--- config.mk ---
export PLATFORM = sky130hd
export DESIGN_NAME = pwm_command_line_parser
export DESIGN_NICKNAME = d
export VERILOG_FILES = /design/src/pcl_pkg.sv /design/src/pcl_input_stage.sv /design/src/pcl_line_parser.sv /design/src/pcl_pulse_bank.sv /design/src/pwm_command_line_parser.sv
export SDC_FILE = /design/constraint.sdc
export NUM_CORES = 1
export LEC_CHECK = 0
export BUFFER_PORTS_ARGS = -buffer_cell sky130_fd_sc_hd__clkbuf_2
export CORE_MARGIN = 4
export CORE_UTILIZATION = 56
export CTS_BUF_LIST = sky130_fd_sc_hd__clkbuf_16
export DETAILED_ROUTE_END_ITERATION = 6
export HOLD_SLACK_MARGIN = 0.08
export PLACE_DENSITY = 0.78
export SLEW_MARGIN = 15
export SYNTH_ARGS = -nofsm -noshare
export SYNTH_HDL_FRONTEND = slang
export SYNTH_SLANG_ARGS = --single-unit
--- constraint.sdc ---
create_clock -name clk -period 4.4 [get_ports clk]
set_input_delay 0.22 -clock clk [delete_from_list [all_inputs] [get_ports clk]]
set_output_delay 0.22 -clock clk [all_outputs]
set_load 0.01 [all_outputs]
--- src/pcl_pkg.sv ---
package pcl_pkg;

    localparam int PULSE_W       = 12;
    localparam int WDOG_W        = 16;
    localparam int CFG_IDX_W     = 3;
    localparam int CFG_DATA_W    = 16;
    localparam int OUT_THRUSTERS = 6;
    localparam int OUT_BITS      = (OUT_THRUSTERS + 1) * PULSE_W;
    localparam int TDATA_W       = ((OUT_BITS + 7) / 8) * 8;
    localparam int TUSER_OUT_W   = 2;

    typedef logic [PULSE_W-1:0] pulse_t;
    typedef logic [WDOG_W-1:0]  wdog_t;

    localparam pulse_t RST_PULSE_MIN       = 12'd1100;
    localparam pulse_t RST_PULSE_MAX       = 12'd1900;
    localparam pulse_t RST_PULSE_NEUTRAL   = 12'd1500;
    localparam pulse_t RST_GRIPPER_DEFAULT = 12'd1100;
    localparam wdog_t  RST_WATCHDOG_LIMIT  = 16'd500;
    localparam wdog_t  ELAPSED_MAX         = 16'hFFFF;

    typedef enum logic [CFG_IDX_W-1:0] {
        CFG_PULSE_MIN       = 3'd0,
        CFG_PULSE_MAX       = 3'd1,
        CFG_PULSE_NEUTRAL   = 3'd2,
        CFG_GRIPPER_DEFAULT = 3'd3,
        CFG_WATCHDOG_LIMIT  = 3'd4
    } cfg_index_t;

    // one item held in the input register
    typedef struct packed {
        logic       is_tick;
        logic [7:0] data;
    } step_t;

    // outcome of a newline, from the parser to the pulse bank
    typedef struct packed {
        logic apply;
        logic gripper_given;
    } line_event_t;

    typedef struct packed {
        pulse_t                        gripper;
        pulse_t [OUT_THRUSTERS-1:0]    thruster;
        logic                          timed_out;
        logic                          applied;
    } result_t;

endpackage

--- src/pcl_input_stage.sv ---
module pcl_input_stage (
    input  logic          clk,
    input  logic          rst_n,
    input  logic          in_valid,
    output logic          in_ready,
    input  pcl_pkg::step_t in_step,
    input  logic          advance,
    output logic          held_valid,
    output pcl_pkg::step_t held_step
);
    import pcl_pkg::*;

    logic  valid_reg;
    step_t step_reg;

    assign in_ready   = !valid_reg || advance;
    assign held_valid = valid_reg;
    assign held_step  = step_reg;

    always_ff @(posedge clk or negedge rst_n)
    begin
        if (!rst_n)
        begin
            valid_reg <= 1'b0;
        end
        else if (in_ready)
        begin
            valid_reg <= in_valid;
        end
    end

    always_ff @(posedge clk)
    begin
        if (in_ready && in_valid)
        begin
            step_reg <= in_step;
        end
    end

endmodule

--- src/pcl_line_parser.sv ---
module pcl_line_parser #(
    parameter int LINE_BYTES     = 96,
    parameter int THRUSTER_COUNT = 6
) (
    input  logic                  clk,
    input  logic                  rst_n,
    input  logic                  step,
    input  pcl_pkg::step_t        cur,
    output pcl_pkg::line_event_t  evt,
    output pcl_pkg::pulse_t       eff_pending [0:THRUSTER_COUNT]
);
    import pcl_pkg::*;

    localparam int CHANNELS = THRUSTER_COUNT + 1;
    localparam int CNT_W    = $clog2(CHANNELS + 1);
    localparam int POS_W    = $clog2(LINE_BYTES);

    localparam logic [7:0] CH_NUL   = 8'h00;
    localparam logic [7:0] CH_TAB   = 8'h09;
    localparam logic [7:0] CH_LF    = 8'h0A;
    localparam logic [7:0] CH_VT    = 8'h0B;
    localparam logic [7:0] CH_FF    = 8'h0C;
    localparam logic [7:0] CH_CR    = 8'h0D;
    localparam logic [7:0] CH_SPACE = 8'h20;
    localparam logic [7:0] CH_PLUS  = 8'h2B;
    localparam logic [7:0] CH_COMMA = 8'h2C;
    localparam logic [7:0] CH_MINUS = 8'h2D;
    localparam logic [7:0] CH_ZERO  = 8'h30;
    localparam logic [7:0] CH_NINE  = 8'h39;
    localparam pulse_t     ACC_MAX  = 12'hFFF;

    typedef enum logic [3:0] {
        PH_PREFIX = 4'b0001,
        PH_BODY   = 4'b0010,
        PH_ENDED  = 4'b0100,
        PH_REJECT = 4'b1000
    } line_phase_t;

    typedef enum logic [3:0] {
        TK_IDLE = 4'b0001,
        TK_LEAD = 4'b0010,
        TK_NUM  = 4'b0100,
        TK_TAIL = 4'b1000
    } token_phase_t;

    function automatic logic [7:0] prefix_char(input logic [1:0] k);
        logic [7:0] ch;
        case (k)
            2'd0:    ch = 8'h50;
            2'd1:    ch = 8'h57;
            2'd2:    ch = 8'h4D;
            default: ch = CH_COMMA;
        endcase
        return ch;
    endfunction

    logic [POS_W-1:0] pos_reg, pos_next;
    line_phase_t      phase_reg, phase_next;
    logic [CNT_W-1:0] cnt_reg, cnt_next;
    token_phase_t     tok_reg, tok_next;
    logic             neg_reg, neg_next;
    pulse_t           acc_reg, acc_next;
    pulse_t           pend_reg [0:THRUSTER_COUNT];

    logic        fin_ok;
    logic        fin_write;
    logic        fin_at_end;
    pulse_t      tok_value;
    logic [7:0]  c;
    logic        is_digit;
    logic        is_space;
    logic [15:0] acc_prod;
    pulse_t      acc_digit;
    token_phase_t tok_eff;
    logic [CNT_W-1:0] end_count;

    assign c         = cur.data;
    assign fin_ok    = (tok_reg != TK_IDLE) && (cnt_reg < CNT_W'(CHANNELS));
    assign tok_value = neg_reg ? '0 : acc_reg;
    assign is_digit  = (c >= CH_ZERO) && (c <= CH_NINE);
    assign is_space  = (c == CH_SPACE) || (c == CH_TAB) || (c == CH_VT) || (c == CH_FF);
    assign acc_prod  = ({4'b0000, acc_reg} << 3) + ({4'b0000, acc_reg} << 1)
                     + {8'h00, c - CH_ZERO};
    assign acc_digit = (acc_prod > {4'b0000, ACC_MAX}) ? ACC_MAX : acc_prod[PULSE_W-1:0];
    assign tok_eff   = (tok_reg == TK_IDLE) ? TK_LEAD : tok_reg;

    // a newline closes an open token only while still in the body
    assign fin_at_end = (phase_reg == PH_BODY) && fin_ok;
    assign end_count  = cnt_reg + CNT_W'(fin_at_end);

    always_comb
    begin
        for (int i = 0; i < CHANNELS; i++)
        begin
            eff_pending[i] = (fin_at_end && cnt_reg == CNT_W'(i)) ? tok_value : pend_reg[i];
        end
    end

    assign evt.apply = !cur.is_tick && (c == CH_LF)
                     && (phase_reg == PH_BODY || phase_reg == PH_ENDED)
                     && (end_count >= CNT_W'(THRUSTER_COUNT));
    assign evt.gripper_given = end_count > CNT_W'(THRUSTER_COUNT);

    always_comb
    begin
        pos_next   = pos_reg;
        phase_next = phase_reg;
        cnt_next   = cnt_reg;
        tok_next   = tok_reg;
        neg_next   = neg_reg;
        acc_next   = acc_reg;
        fin_write  = 1'b0;

        if (!cur.is_tick && c != CH_CR)
        begin
            if (c == CH_LF || pos_reg >= POS_W'(LINE_BYTES - 1))
            begin
                // line done or overlong: start over empty
                pos_next   = '0;
                phase_next = PH_PREFIX;
                cnt_next   = '0;
                tok_next   = TK_IDLE;
                neg_next   = 1'b0;
                acc_next   = '0;
            end
            else
            begin
                pos_next = pos_reg + POS_W'(1);
                case (phase_reg)
                    PH_PREFIX:
                    begin
                        if (pos_reg < POS_W'(4) && c == prefix_char(pos_reg[1:0]))
                        begin
                            if (pos_reg == POS_W'(3))
                            begin
                                phase_next = PH_BODY;
                            end
                        end
                        else
                        begin
                            phase_next = PH_REJECT;
                        end
                    end
                    PH_BODY:
                    begin
                        if (c == CH_NUL || c == CH_COMMA)
                        begin
                            fin_write = fin_ok;
                            cnt_next  = cnt_reg + CNT_W'(fin_ok);
                            tok_next  = TK_IDLE;
                            neg_next  = 1'b0;
                            acc_next  = '0;
                            if (c == CH_NUL)
                            begin
                                phase_next = PH_ENDED;
                            end
                        end
                        else
                        begin
                            case (tok_eff)
                                TK_LEAD:
                                begin
                                    if (is_space)
                                    begin
                                        tok_next = TK_LEAD;
                                    end
                                    else if (c == CH_PLUS || c == CH_MINUS)
                                    begin
                                        neg_next = (c == CH_MINUS);
                                        tok_next = TK_NUM;
                                    end
                                    else if (is_digit)
                                    begin
                                        tok_next = TK_NUM;
                                        acc_next = acc_digit;
                                    end
                                    else
                                    begin
                                        tok_next = TK_TAIL;
                                    end
                                end
                                TK_NUM:
                                begin
                                    if (is_digit)
                                    begin
                                        acc_next = acc_digit;
                                    end
                                    else
                                    begin
                                        tok_next = TK_TAIL;
                                    end
                                end
                                default:
                                begin
                                    tok_next = tok_eff;
                                end
                            endcase
                        end
                    end
                    default:
                    begin
                        phase_next = phase_reg;
                    end
                endcase
            end
        end
    end

    always_ff @(posedge clk or negedge rst_n)
    begin
        if (!rst_n)
        begin
            pos_reg   <= '0;
            phase_reg <= PH_PREFIX;
            cnt_reg   <= '0;
            tok_reg   <= TK_IDLE;
            neg_reg   <= 1'b0;
            acc_reg   <= '0;
        end
        else if (step)
        begin
            pos_reg   <= pos_next;
            phase_reg <= phase_next;
            cnt_reg   <= cnt_next;
            tok_reg   <= tok_next;
            neg_reg   <= neg_next;
            acc_reg   <= acc_next;
        end
    end

    // entries are only read below the value count, so no clearing
    always_ff @(posedge clk)
    begin
        for (int i = 0; i < CHANNELS; i++)
        begin
            if (step && fin_write && cnt_reg == CNT_W'(i))
            begin
                pend_reg[i] <= tok_value;
            end
        end
    end

endmodule

--- src/pcl_pulse_bank.sv ---
module pcl_pulse_bank #(
    parameter int THRUSTER_COUNT = 6
) (
    input  logic                                 clk,
    input  logic                                 rst_n,
    input  logic                                 cfg_we,
    input  logic [pcl_pkg::CFG_IDX_W-1:0]        cfg_index,
    input  logic [pcl_pkg::CFG_DATA_W-1:0]       cfg_data,
    input  logic                                 step,
    input  logic                                 out_ready,
    input  logic                                 is_tick,
    input  pcl_pkg::line_event_t                 evt,
    input  pcl_pkg::pulse_t                      eff_pending [0:THRUSTER_COUNT],
    output logic                                 out_valid,
    output pcl_pkg::result_t                     result
);
    import pcl_pkg::*;

    localparam int CHANNELS = THRUSTER_COUNT + 1;

    pulse_t  min_reg, max_reg, neutral_reg, grip_def_reg;
    wdog_t   limit_reg;
    wdog_t   elapsed_reg, elapsed_next, elapsed_inc;
    pulse_t  active_reg  [0:THRUSTER_COUNT];
    pulse_t  active_next [0:THRUSTER_COUNT];
    logic    timeout_hit;
    logic    out_valid_reg;
    result_t res_reg, res_next;

    function automatic pulse_t clamp(input pulse_t v, input pulse_t lo, input pulse_t hi);
        pulse_t r;
        if (v < lo)
        begin
            r = lo;
        end
        else if (v > hi)
        begin
            r = hi;
        end
        else
        begin
            r = v;
        end
        return r;
    endfunction

    assign elapsed_inc = (elapsed_reg < ELAPSED_MAX) ? elapsed_reg + WDOG_W'(1) : elapsed_reg;
    assign timeout_hit = is_tick && (elapsed_inc > limit_reg);

    always_comb
    begin
        elapsed_next = elapsed_reg;
        for (int i = 0; i < CHANNELS; i++)
        begin
            active_next[i] = active_reg[i];
        end
        if (is_tick)
        begin
            elapsed_next = elapsed_inc;
            if (timeout_hit)
            begin
                for (int i = 0; i < THRUSTER_COUNT; i++)
                begin
                    active_next[i] = neutral_reg;
                end
            end
        end
        else if (evt.apply)
        begin
            elapsed_next = '0;
            for (int i = 0; i < THRUSTER_COUNT; i++)
            begin
                active_next[i] = clamp(eff_pending[i], min_reg, max_reg);
            end
            active_next[THRUSTER_COUNT] = evt.gripper_given
                ? clamp(eff_pending[THRUSTER_COUNT], min_reg, max_reg) : grip_def_reg;
        end
    end

    genvar j;
    generate
        for (j = 0; j < OUT_THRUSTERS; j++)
        begin : g_out
            if (j < THRUSTER_COUNT)
            begin : g_used
                assign res_next.thruster[j] = active_next[j];
            end
            else
            begin : g_unused
                assign res_next.thruster[j] = '0;
            end
        end
    endgenerate

    assign res_next.gripper   = active_next[THRUSTER_COUNT];
    assign res_next.applied   = !is_tick && evt.apply;
    assign res_next.timed_out = timeout_hit;

    always_ff @(posedge clk or negedge rst_n)
    begin
        if (!rst_n)
        begin
            min_reg      <= RST_PULSE_MIN;
            max_reg      <= RST_PULSE_MAX;
            neutral_reg  <= RST_PULSE_NEUTRAL;
            grip_def_reg <= RST_GRIPPER_DEFAULT;
            limit_reg    <= RST_WATCHDOG_LIMIT;
        end
        else if (cfg_we)
        begin
            case (cfg_index)
                CFG_PULSE_MIN:       min_reg      <= cfg_data[PULSE_W-1:0];
                CFG_PULSE_MAX:       max_reg      <= cfg_data[PULSE_W-1:0];
                CFG_PULSE_NEUTRAL:   neutral_reg  <= cfg_data[PULSE_W-1:0];
                CFG_GRIPPER_DEFAULT: grip_def_reg <= cfg_data[PULSE_W-1:0];
                CFG_WATCHDOG_LIMIT:  limit_reg    <= cfg_data[WDOG_W-1:0];
                default:             limit_reg    <= limit_reg;
            endcase
        end
    end

    always_ff @(posedge clk or negedge rst_n)
    begin
        if (!rst_n)
        begin
            elapsed_reg   <= '0;
            out_valid_reg <= 1'b0;
            for (int i = 0; i < THRUSTER_COUNT; i++)
            begin
                active_reg[i] <= RST_PULSE_NEUTRAL;
            end
            active_reg[THRUSTER_COUNT] <= RST_GRIPPER_DEFAULT;
        end
        else
        begin
            if (step)
            begin
                elapsed_reg <= elapsed_next;
                for (int i = 0; i < CHANNELS; i++)
                begin
                    active_reg[i] <= active_next[i];
                end
                out_valid_reg <= 1'b1;
            end
            else if (out_ready)
            begin
                out_valid_reg <= 1'b0;
            end
        end
    end

    always_ff @(posedge clk)
    begin
        if (step)
        begin
            res_reg <= res_next;
        end
    end

    assign out_valid = out_valid_reg;
    assign result    = res_reg;

endmodule

--- src/pwm_command_line_parser.sv ---
// Serial PWM command parser. Each input transfer is a received byte
// (tuser 0) or a millisecond tick (tuser 1); each gives exactly one output
// transfer with the current six thruster and gripper pulses plus the applied
// and timed_out flags. One item is taken per clock cycle unless the output
// stalls: an input register feeds the per-byte parse, clamp and watchdog
// logic, which loads the result register. Output backpressure stalls both
// stages; the input side stays ready while the input register is empty or
// its item moves on in the same cycle.
module pwm_command_line_parser #(
    parameter int LINE_BYTES     = 96,
    parameter int THRUSTER_COUNT = 6
) (
    input  logic                               clk,
    input  logic                               rst_n,
    input  logic                               cfg_we,
    input  logic [pcl_pkg::CFG_IDX_W-1:0]      cfg_index,
    input  logic [pcl_pkg::CFG_DATA_W-1:0]     cfg_data,
    input  logic                               s_axis_tvalid,
    output logic                               s_axis_tready,
    input  logic [7:0]                         s_axis_tdata,   // data_byte
    input  logic                               s_axis_tuser,   // mode
    output logic                               m_axis_tvalid,
    input  logic                               m_axis_tready,
    // thruster_0..thruster_5, gripper_pulse, zero fill
    output logic [pcl_pkg::TDATA_W-1:0]        m_axis_tdata,
    // applied, timed_out
    output logic [pcl_pkg::TUSER_OUT_W-1:0]    m_axis_tuser
);
    import pcl_pkg::*;

    step_t       in_step;
    step_t       held_step;
    logic        held_valid;
    logic        advance;
    line_event_t evt;
    pulse_t      eff_pending [0:THRUSTER_COUNT];
    result_t     result;

    assign in_step.is_tick = s_axis_tuser;
    assign in_step.data    = s_axis_tdata;
    assign advance         = held_valid && (!m_axis_tvalid || m_axis_tready);

    pcl_input_stage u_input (
        .clk        (clk),
        .rst_n      (rst_n),
        .in_valid   (s_axis_tvalid),
        .in_ready   (s_axis_tready),
        .in_step    (in_step),
        .advance    (advance),
        .held_valid (held_valid),
        .held_step  (held_step)
    );

    pcl_line_parser #(
        .LINE_BYTES     (LINE_BYTES),
        .THRUSTER_COUNT (THRUSTER_COUNT)
    ) u_parser (
        .clk         (clk),
        .rst_n       (rst_n),
        .step        (advance),
        .cur         (held_step),
        .evt         (evt),
        .eff_pending (eff_pending)
    );

    pcl_pulse_bank #(
        .THRUSTER_COUNT (THRUSTER_COUNT)
    ) u_bank (
        .clk         (clk),
        .rst_n       (rst_n),
        .cfg_we      (cfg_we),
        .cfg_index   (cfg_index),
        .cfg_data    (cfg_data),
        .step        (advance),
        .out_ready   (m_axis_tready),
        .is_tick     (held_step.is_tick),
        .evt         (evt),
        .eff_pending (eff_pending),
        .out_valid   (m_axis_tvalid),
        .result      (result)
    );

    assign m_axis_tdata = {{(TDATA_W - OUT_BITS){1'b0}}, result.gripper, result.thruster};
    assign m_axis_tuser = {result.timed_out, result.applied};

`ifndef ASSERT_OFF
    a_flags_exclusive: assert property (@(posedge clk) disable iff (!rst_n)
        m_axis_tvalid |-> !(m_axis_tuser[0] && m_axis_tuser[1]))
        else $error("applied and timed_out set together");

    a_advance_shows: assert property (@(posedge clk) disable iff (!rst_n)
        advance |=> m_axis_tvalid)
        else $error("processed item did not reach the result register");

    a_empty_ready: assert property (@(posedge clk) disable iff (!rst_n)
        !held_valid |-> s_axis_tready)
        else $error("input not ready with empty input register");

    a_tick_no_apply: assert property (@(posedge clk) disable iff (!rst_n)
        (advance && held_step.is_tick) |=> !m_axis_tuser[0])
        else $error("tick reported an applied command");
`endif

endmodule

; ---- After elaboration in Yosys (flattened, before gate mapping)
; Memories as Yosys holds them, arrays and structs flattened.
; Index checks and enable logic that the tools add are counted.
[totals]
ff_bits = 292
memories = 1
ram_bits = 84
elab_cells = 275
in_bits = 33
[op_classes]
n_reduce_logical = 69
mux = 105
addsub = 7
order_cmp = 24
eq_ne = 37
[mem_list]
columns = memory, depth, word_bits, rd, rd_clocked_by_memory_dff, write_ports, line_no
row1 = u_parser.pend_reg, 7, 12, 7, 0, 1, pcl_line_parser.sv:63  ; pulse_t pend_reg [0:THRUSTER_COUNT];
[op_table]
columns = operator, n
row1 = 12-bit 2-to-1 mux, 37
row2 = 72-bit 2-to-1 mux, 2
row3 = 12-bit > comparator, 7
row4 = 12-bit < comparator, 7
row5 = 84-bit 2-to-1 mux, 1
row6 = 12-bit OR reduction, 6
row7 = 4-bit 2-to-1 mux, 13
row8 = 16-bit 2-to-1 mux, 3
row9 = 8-bit by 4-bit equality test with 1-bit output (second input constant), 4
row10 = 8-bit by 6-bit equality test with 1-bit output (second input constant), 4
row11 = 1-bit 2-to-1 mux, 32
row12 = 1-bit logical AND, 27
row13 = 3-bit 2-to-1 mux, 9
row14 = 8-bit 2-to-1 mux, 3
row15 = 12-bit one-hot mux with 2 select lines, 1
row16 = 7-bit one-hot mux with 3 select lines, 1
row17 = 6-bit AND reduction, 3
row18 = 15-bit by 13-bit adder with 16-bit output, 1
row19 = 16-bit by 1-bit adder with 16-bit output (second input constant), 1
row20 = 16-bit by 8-bit adder with 16-bit output, 1
row21 = 16-bit by 12-bit > comparator with 1-bit output (second input constant), 1
row22 = 16-bit > comparator, 1
row23 = 16-bit < comparator (second input constant), 1
row24 = 4-bit one-hot mux with 2 select lines, 2
row25 = other kinds (37), 74

; ---- Longest topological paths before layout
[logic_depth]
depth_word = 17
ltp_mapped = 18
ltp_nobuf = 15

; ---- Cells and area by module
; From an unflattened synthesis, not the netlist that was laid out.
[unflattened]
cells_unflattened = 2145
area_unflattened_um2 = 23291.1
[by_module_without_submodules]
columns = module, cells_per_inst, seq_area_each_um2, area_each_um2, instances
row1 = pcl_pulse_bank, 1586, 6804.0, 16320.7, 1
row2 = pcl_line_parser, 539, 3300.7, 6601.3, 1
row3 = pcl_input_stage, 13, 295.3, 324.1, 1
row4 = pwm_command_line_parser, 7, 0.0, 45.0, 1

; ---- Least setup slack after synthesis
; Ideal clock, no wire load.
[synth_timing]
path_type = reg-to-reg
startpoint = register u_bank.out_valid_reg, in the netlist u_bank.out_valid
endpoint = register u_bank.active_reg[29] (netlist name)
path_stages_with_launch = 9
path_slack_ns = -0.427
n_path_buf = 2
period_less_slack_ns = 4.827
t_arrival_ns = 4.695
cell_sequence = dfrtp_1 > nand2b_1 > nand2_1 > inv_1 > clkbuf_1 > a21oi_1 > clkbuf_1 > a221oi_1 > o21ai_1
[synth_between]
elab_chain_cells = 3
[synth_lines]
columns = element, line_no
row1 = "start, declared", pcl_pulse_bank.sv:27  ; logic out_valid_reg;
row2 = "start signal, assigned", pcl_pulse_bank.sv:127  ; out_valid_reg <= 1'b0;
row3 = "start signal, assigned", pcl_pulse_bank.sv:143  ; out_valid_reg <= 1'b1;
row4 = "start signal, assigned", pcl_pulse_bank.sv:147  ; out_valid_reg <= 1'b0;
row5 = 1-bit zero test, pwm_command_line_parser.sv:41  ; assign advance = held_valid && (!m_axis_tvalid || m_axis_tready);
row6 = 1-bit logical OR, pwm_command_line_parser.sv:41
row7 = 1-bit logical AND, pwm_command_line_parser.sv:41
row8 = named net advance, pwm_command_line_parser.sv:34  ; logic advance;
row9 = "end signal, assigned by index", pcl_pulse_bank.sv:141  ; active_reg[i] <= active_next[i];
row10 = "end, declared", pcl_pulse_bank.sv:24  ; pulse_t active_reg [0:THRUSTER_COUNT];
; The timed path passes the listed nets, and every way through them passes these cells.
; A chain may end at the register's enable or synchronous reset.

==> out/metrics.yaml <==
floorplan:
  die_h_um: 211
  rows: 74
  start_util_pct: 56.7
  core_mm2: 0.0408
  die_w_um: 211
  ios: 125
  die-area_mm2: 0.0447
global_routing:
  met3_usage_pct: 6.34
  grt_max_degree: 114
  top_usage_layer: "met2"
  grt.met1_usage_pct: 44.3
  antenna_found_initial: 2
  first_global_vias: 19500
  grtUsageMet2_pct: 51.9
  gr-total-overflow: 0
  grt_pass1_wl_um: 114000
  grt_use_total_pct: 32.8
routing:
  dr.pass1.iters: 7
  drc: 1
  routed_wl_um: 74800
  vias: 19600
  wire_per_inst_um: 25.2
  postRouteAntennaNets: 0
  initialDrtViolationCount: 2101
  viasPerCell: 6.60
synthesis:
  synth_seq_area_share_pct: 44.9
  syn_area_per_cell_um2: 10.5
  synth-async-reset-ratio_pct: 52.4
  synth_area_mm2: 0.0231
  synth_ff_type: "edfxtp_1"
  syn_inst: 2212
  synth_enable_flop_cells: 179
  yosys.cell_types.count: 80
  ys_warn_count: 0
  ys_ff_latch: 376
final_layout:
  fill_cells: 3132
  drive_gt1_share_pct: 23.5
  final_common_cell: "a21oi_1"
  final_cell_mix: "a21oi_1 (224), ha_1 (210), edfxtp_1 (179), o21ai_0 (138), nand2_1 (135)"
  syn2layout_area_growth_pct: 15.9
  largest_register_ffs: 86
  finish.net_count: 2650
  finish.utilization_pct: 65.7
worst_setup_path:
  cp-endpoint: "u_bank.result[31]"
  rrSetupSlack_ns: 0.1
  r2r_cells: 12
  crit_start: "u_parser.phase_reg[3]"
  r2r-end: "u_bank.result[31]"
  worstPathArrival_ns: 4.60
  rr_startpoint: "u_parser.phase_reg[3]"
  path_class: "flop to flop"
  start_kind: "flop"
  worstPathCellList: "or4b_4 -> buf_12 -> or4_4 -> mux2_1 -> ha_1 -> nand4_1 -> or3_1 -> o41ai_2 -> buf_4 -> mux2_2 -> mux2i_1 -> o21ai_1"
  cp_slowest_cell: "or4_4"
  critPathRequiredTime_ns: 4.70
  worstPathMaxFanout: 11
  cp_slowest_stage_delay_ns: 0.57
  end_kind: "flop"
clock_tree:
  numCtsBuffers: 42
  clk_pin_slew_ns: 0.07
  clkSinkCount: 376
  cts.path.max_buffers: 3
  cts_tree: "done"
  insertion_delay_ns: 0.59
  cts-htree-levels: 2
  cts-root-buf: "clkbuf_16"
sta:
  min_period_ns: 4.30
  worstMarginPinSlew_ns: 1.12
  fmax_mhz: 233
  hold_viol: 0
  slew-limit-headroom_pct: 25.2
  maxSlewViolCount: 0
  fin_skew_ns: 0.0287
  finalCritPeriodShare_pct: 97.7
  setup_viol: 0
worst_hold_path:
  min_delay_path_depth: 4
  hp-class: "input port to flop"
run:
  drv_cap: 0
pwr:
  total_power_mw: 10.2
  power.leakage_nw: 11.4
  vdd_drop_max_v: 0.000343
  power-per-cell-area_mw_per_mm2: 379
place:
  place_congestion: 1.01
  io_buffers: 120
  hpwl_um: 54000
run_status:
  status: "finished, violations left"
  violations: "design-rule violations"
-- power breakdown --
group	total (mW)	internal, mW	switching [mW]
Clock	3.44	1.92	1.52
Combinational	2.38	0.975	1.40
Sequential	4.34	3.99	0.351
-- worst min-delay path by stage --
stage                                       to  slack [ns]       startpoint
final                       u_bank.min_reg[10]        0.12     cfg_index[0]
after floorplan           u_bank.active_reg[0]       -0.08            rst_n
after CTS                   u_bank.min_reg[10]        0.14     cfg_index[1]
after detailed placement  u_input.held_step[2]        0.40  s_axis_tdata[2]
after global routing        u_bank.min_reg[10]        0.13     cfg_index[0]
after global placement    u_input.held_step[2]        0.40  s_axis_tdata[2]
-- per-stage QoR --
stage	hold WS (ns)	area [um2]	setup WS (ns)	setup TNS, ns	cells
after floorplan	-0.0756	23200	0.00116	0	2215
after global placement	0.397	25000	0.0720	0	2854
after detailed placement	0.399	25000	0.00260	0	2854
after CTS	0.138	26700	0.00324	0	2960
after global routing	0.134	26800	-0.000881	-0.000881	2966
final	0.118	26800	0.0995	0	2967
-- worst max-delay path: cells and delay by family (launching register included) --
family	cells	cell delay [ns]
AND/OR/NAND/NOR	4	1.70
multiplexers	3	1.01
buffers and inverters	2	0.42
flip-flops	1	0.38
adder cells (fa/ha/maj)	1	0.31
AO/OA/AOI/OAI	2	0.19
-- metal layers --
layer,wire length (um),vias up,part of all wire (%)
met5,13,-,0.017
met4,3870,2,5.2
met3,6660,257,8.9
met2,34400,1102,46
met1,29900,9555,40
li1,-,8667,-
-- synthesized netlist by cell type (3+ instances only) --
library cell | number | share of area, %
a2111oi_0 | 7 | 0.26
a211o_1 | 7 | 0.26
a211oi_1 | 11 | 0.36
a21o_1 | 15 | 0.49
a21oi_1 | 225 | 4.9
a221oi_1 | 15 | 0.57
a22o_1 | 10 | 0.38
a31oi_1 | 20 | 0.54
and2_1 | 17 | 0.46
and3_1 | 23 | 0.62
buf_1 | 10 | 0.16
buf_2 | 17 | 0.37
buf_4 | 5 | 0.16
clkbuf_1 | 108 | 1.8
dfrtp_1 | 121 | 13
dfstp_2 | 76 | 8.6
edfxtp_1 | 179 | 23
fa_1 | 6 | 0.52
ha_1 | 210 | 11
inv_1 | 81 | 1.3
mux2_1 | 30 | 1.5
mux2_2 | 132 | 6.4
mux2i_1 | 92 | 4.0
nand2_1 | 136 | 2.2
nand2b_1 | 7 | 0.19
nand3_1 | 43 | 0.93
nand4_1 | 41 | 1.1
nand4b_1 | 3 | 0.11
nor2_1 | 88 | 1.4
nor2b_1 | 15 | 0.41
nor3_1 | 26 | 0.56
nor4_1 | 10 | 0.27
o211ai_1 | 30 | 0.97
o21a_1 | 11 | 0.36
o21ai_0 | 139 | 3.0
o21ai_1 | 128 | 2.8
o21bai_1 | 5 | 0.16
o2bb2ai_1 | 13 | 0.49
o31ai_1 | 13 | 0.42
or3_1 | 5 | 0.14
or4_1 | 4 | 0.13
xnor2_1 | 13 | 0.49
xor2_1 | 14 | 0.53
-- final cells by class --
class	count	area (um2)	area share (%)
Tap cell	532	666	2.48
Multi-Input combinational cell	1617	12100	45.0
Sequential cell	376	10400	38.8
Clock buffer	43	1080	4.01
Inverter	82	310	1.16
Clock inverter	34	255	0.951
Timing Repair Buffer	282	2050	7.63
Antenna cell	1	2.50	0.00933
-- cells by family after synthesis --
kind of cell | synth area share, %
flip-flops | 44.9
multiplexers | 12.0
adder cells (fa/ha/maj) | 11.9
other | 0.0162
buffers and inverters | 3.82
AND/OR/NAND/NOR | 9.32
XOR/XNOR | 1.02
AO/OA/AOI/OAI | 17.1
-- timing repair --
action                                  in CTS  in global routing
endpoints found under the hold margin      156                  0
setup buffers                                0                  5
cloned                                       0                  1
resized for setup                            2                 25
pin swaps                                    0                  3
hold buffers                                29                  0
endpoints found under the setup margin       2                 73
No activity file was read; power rests on OpenSTA's default activity.
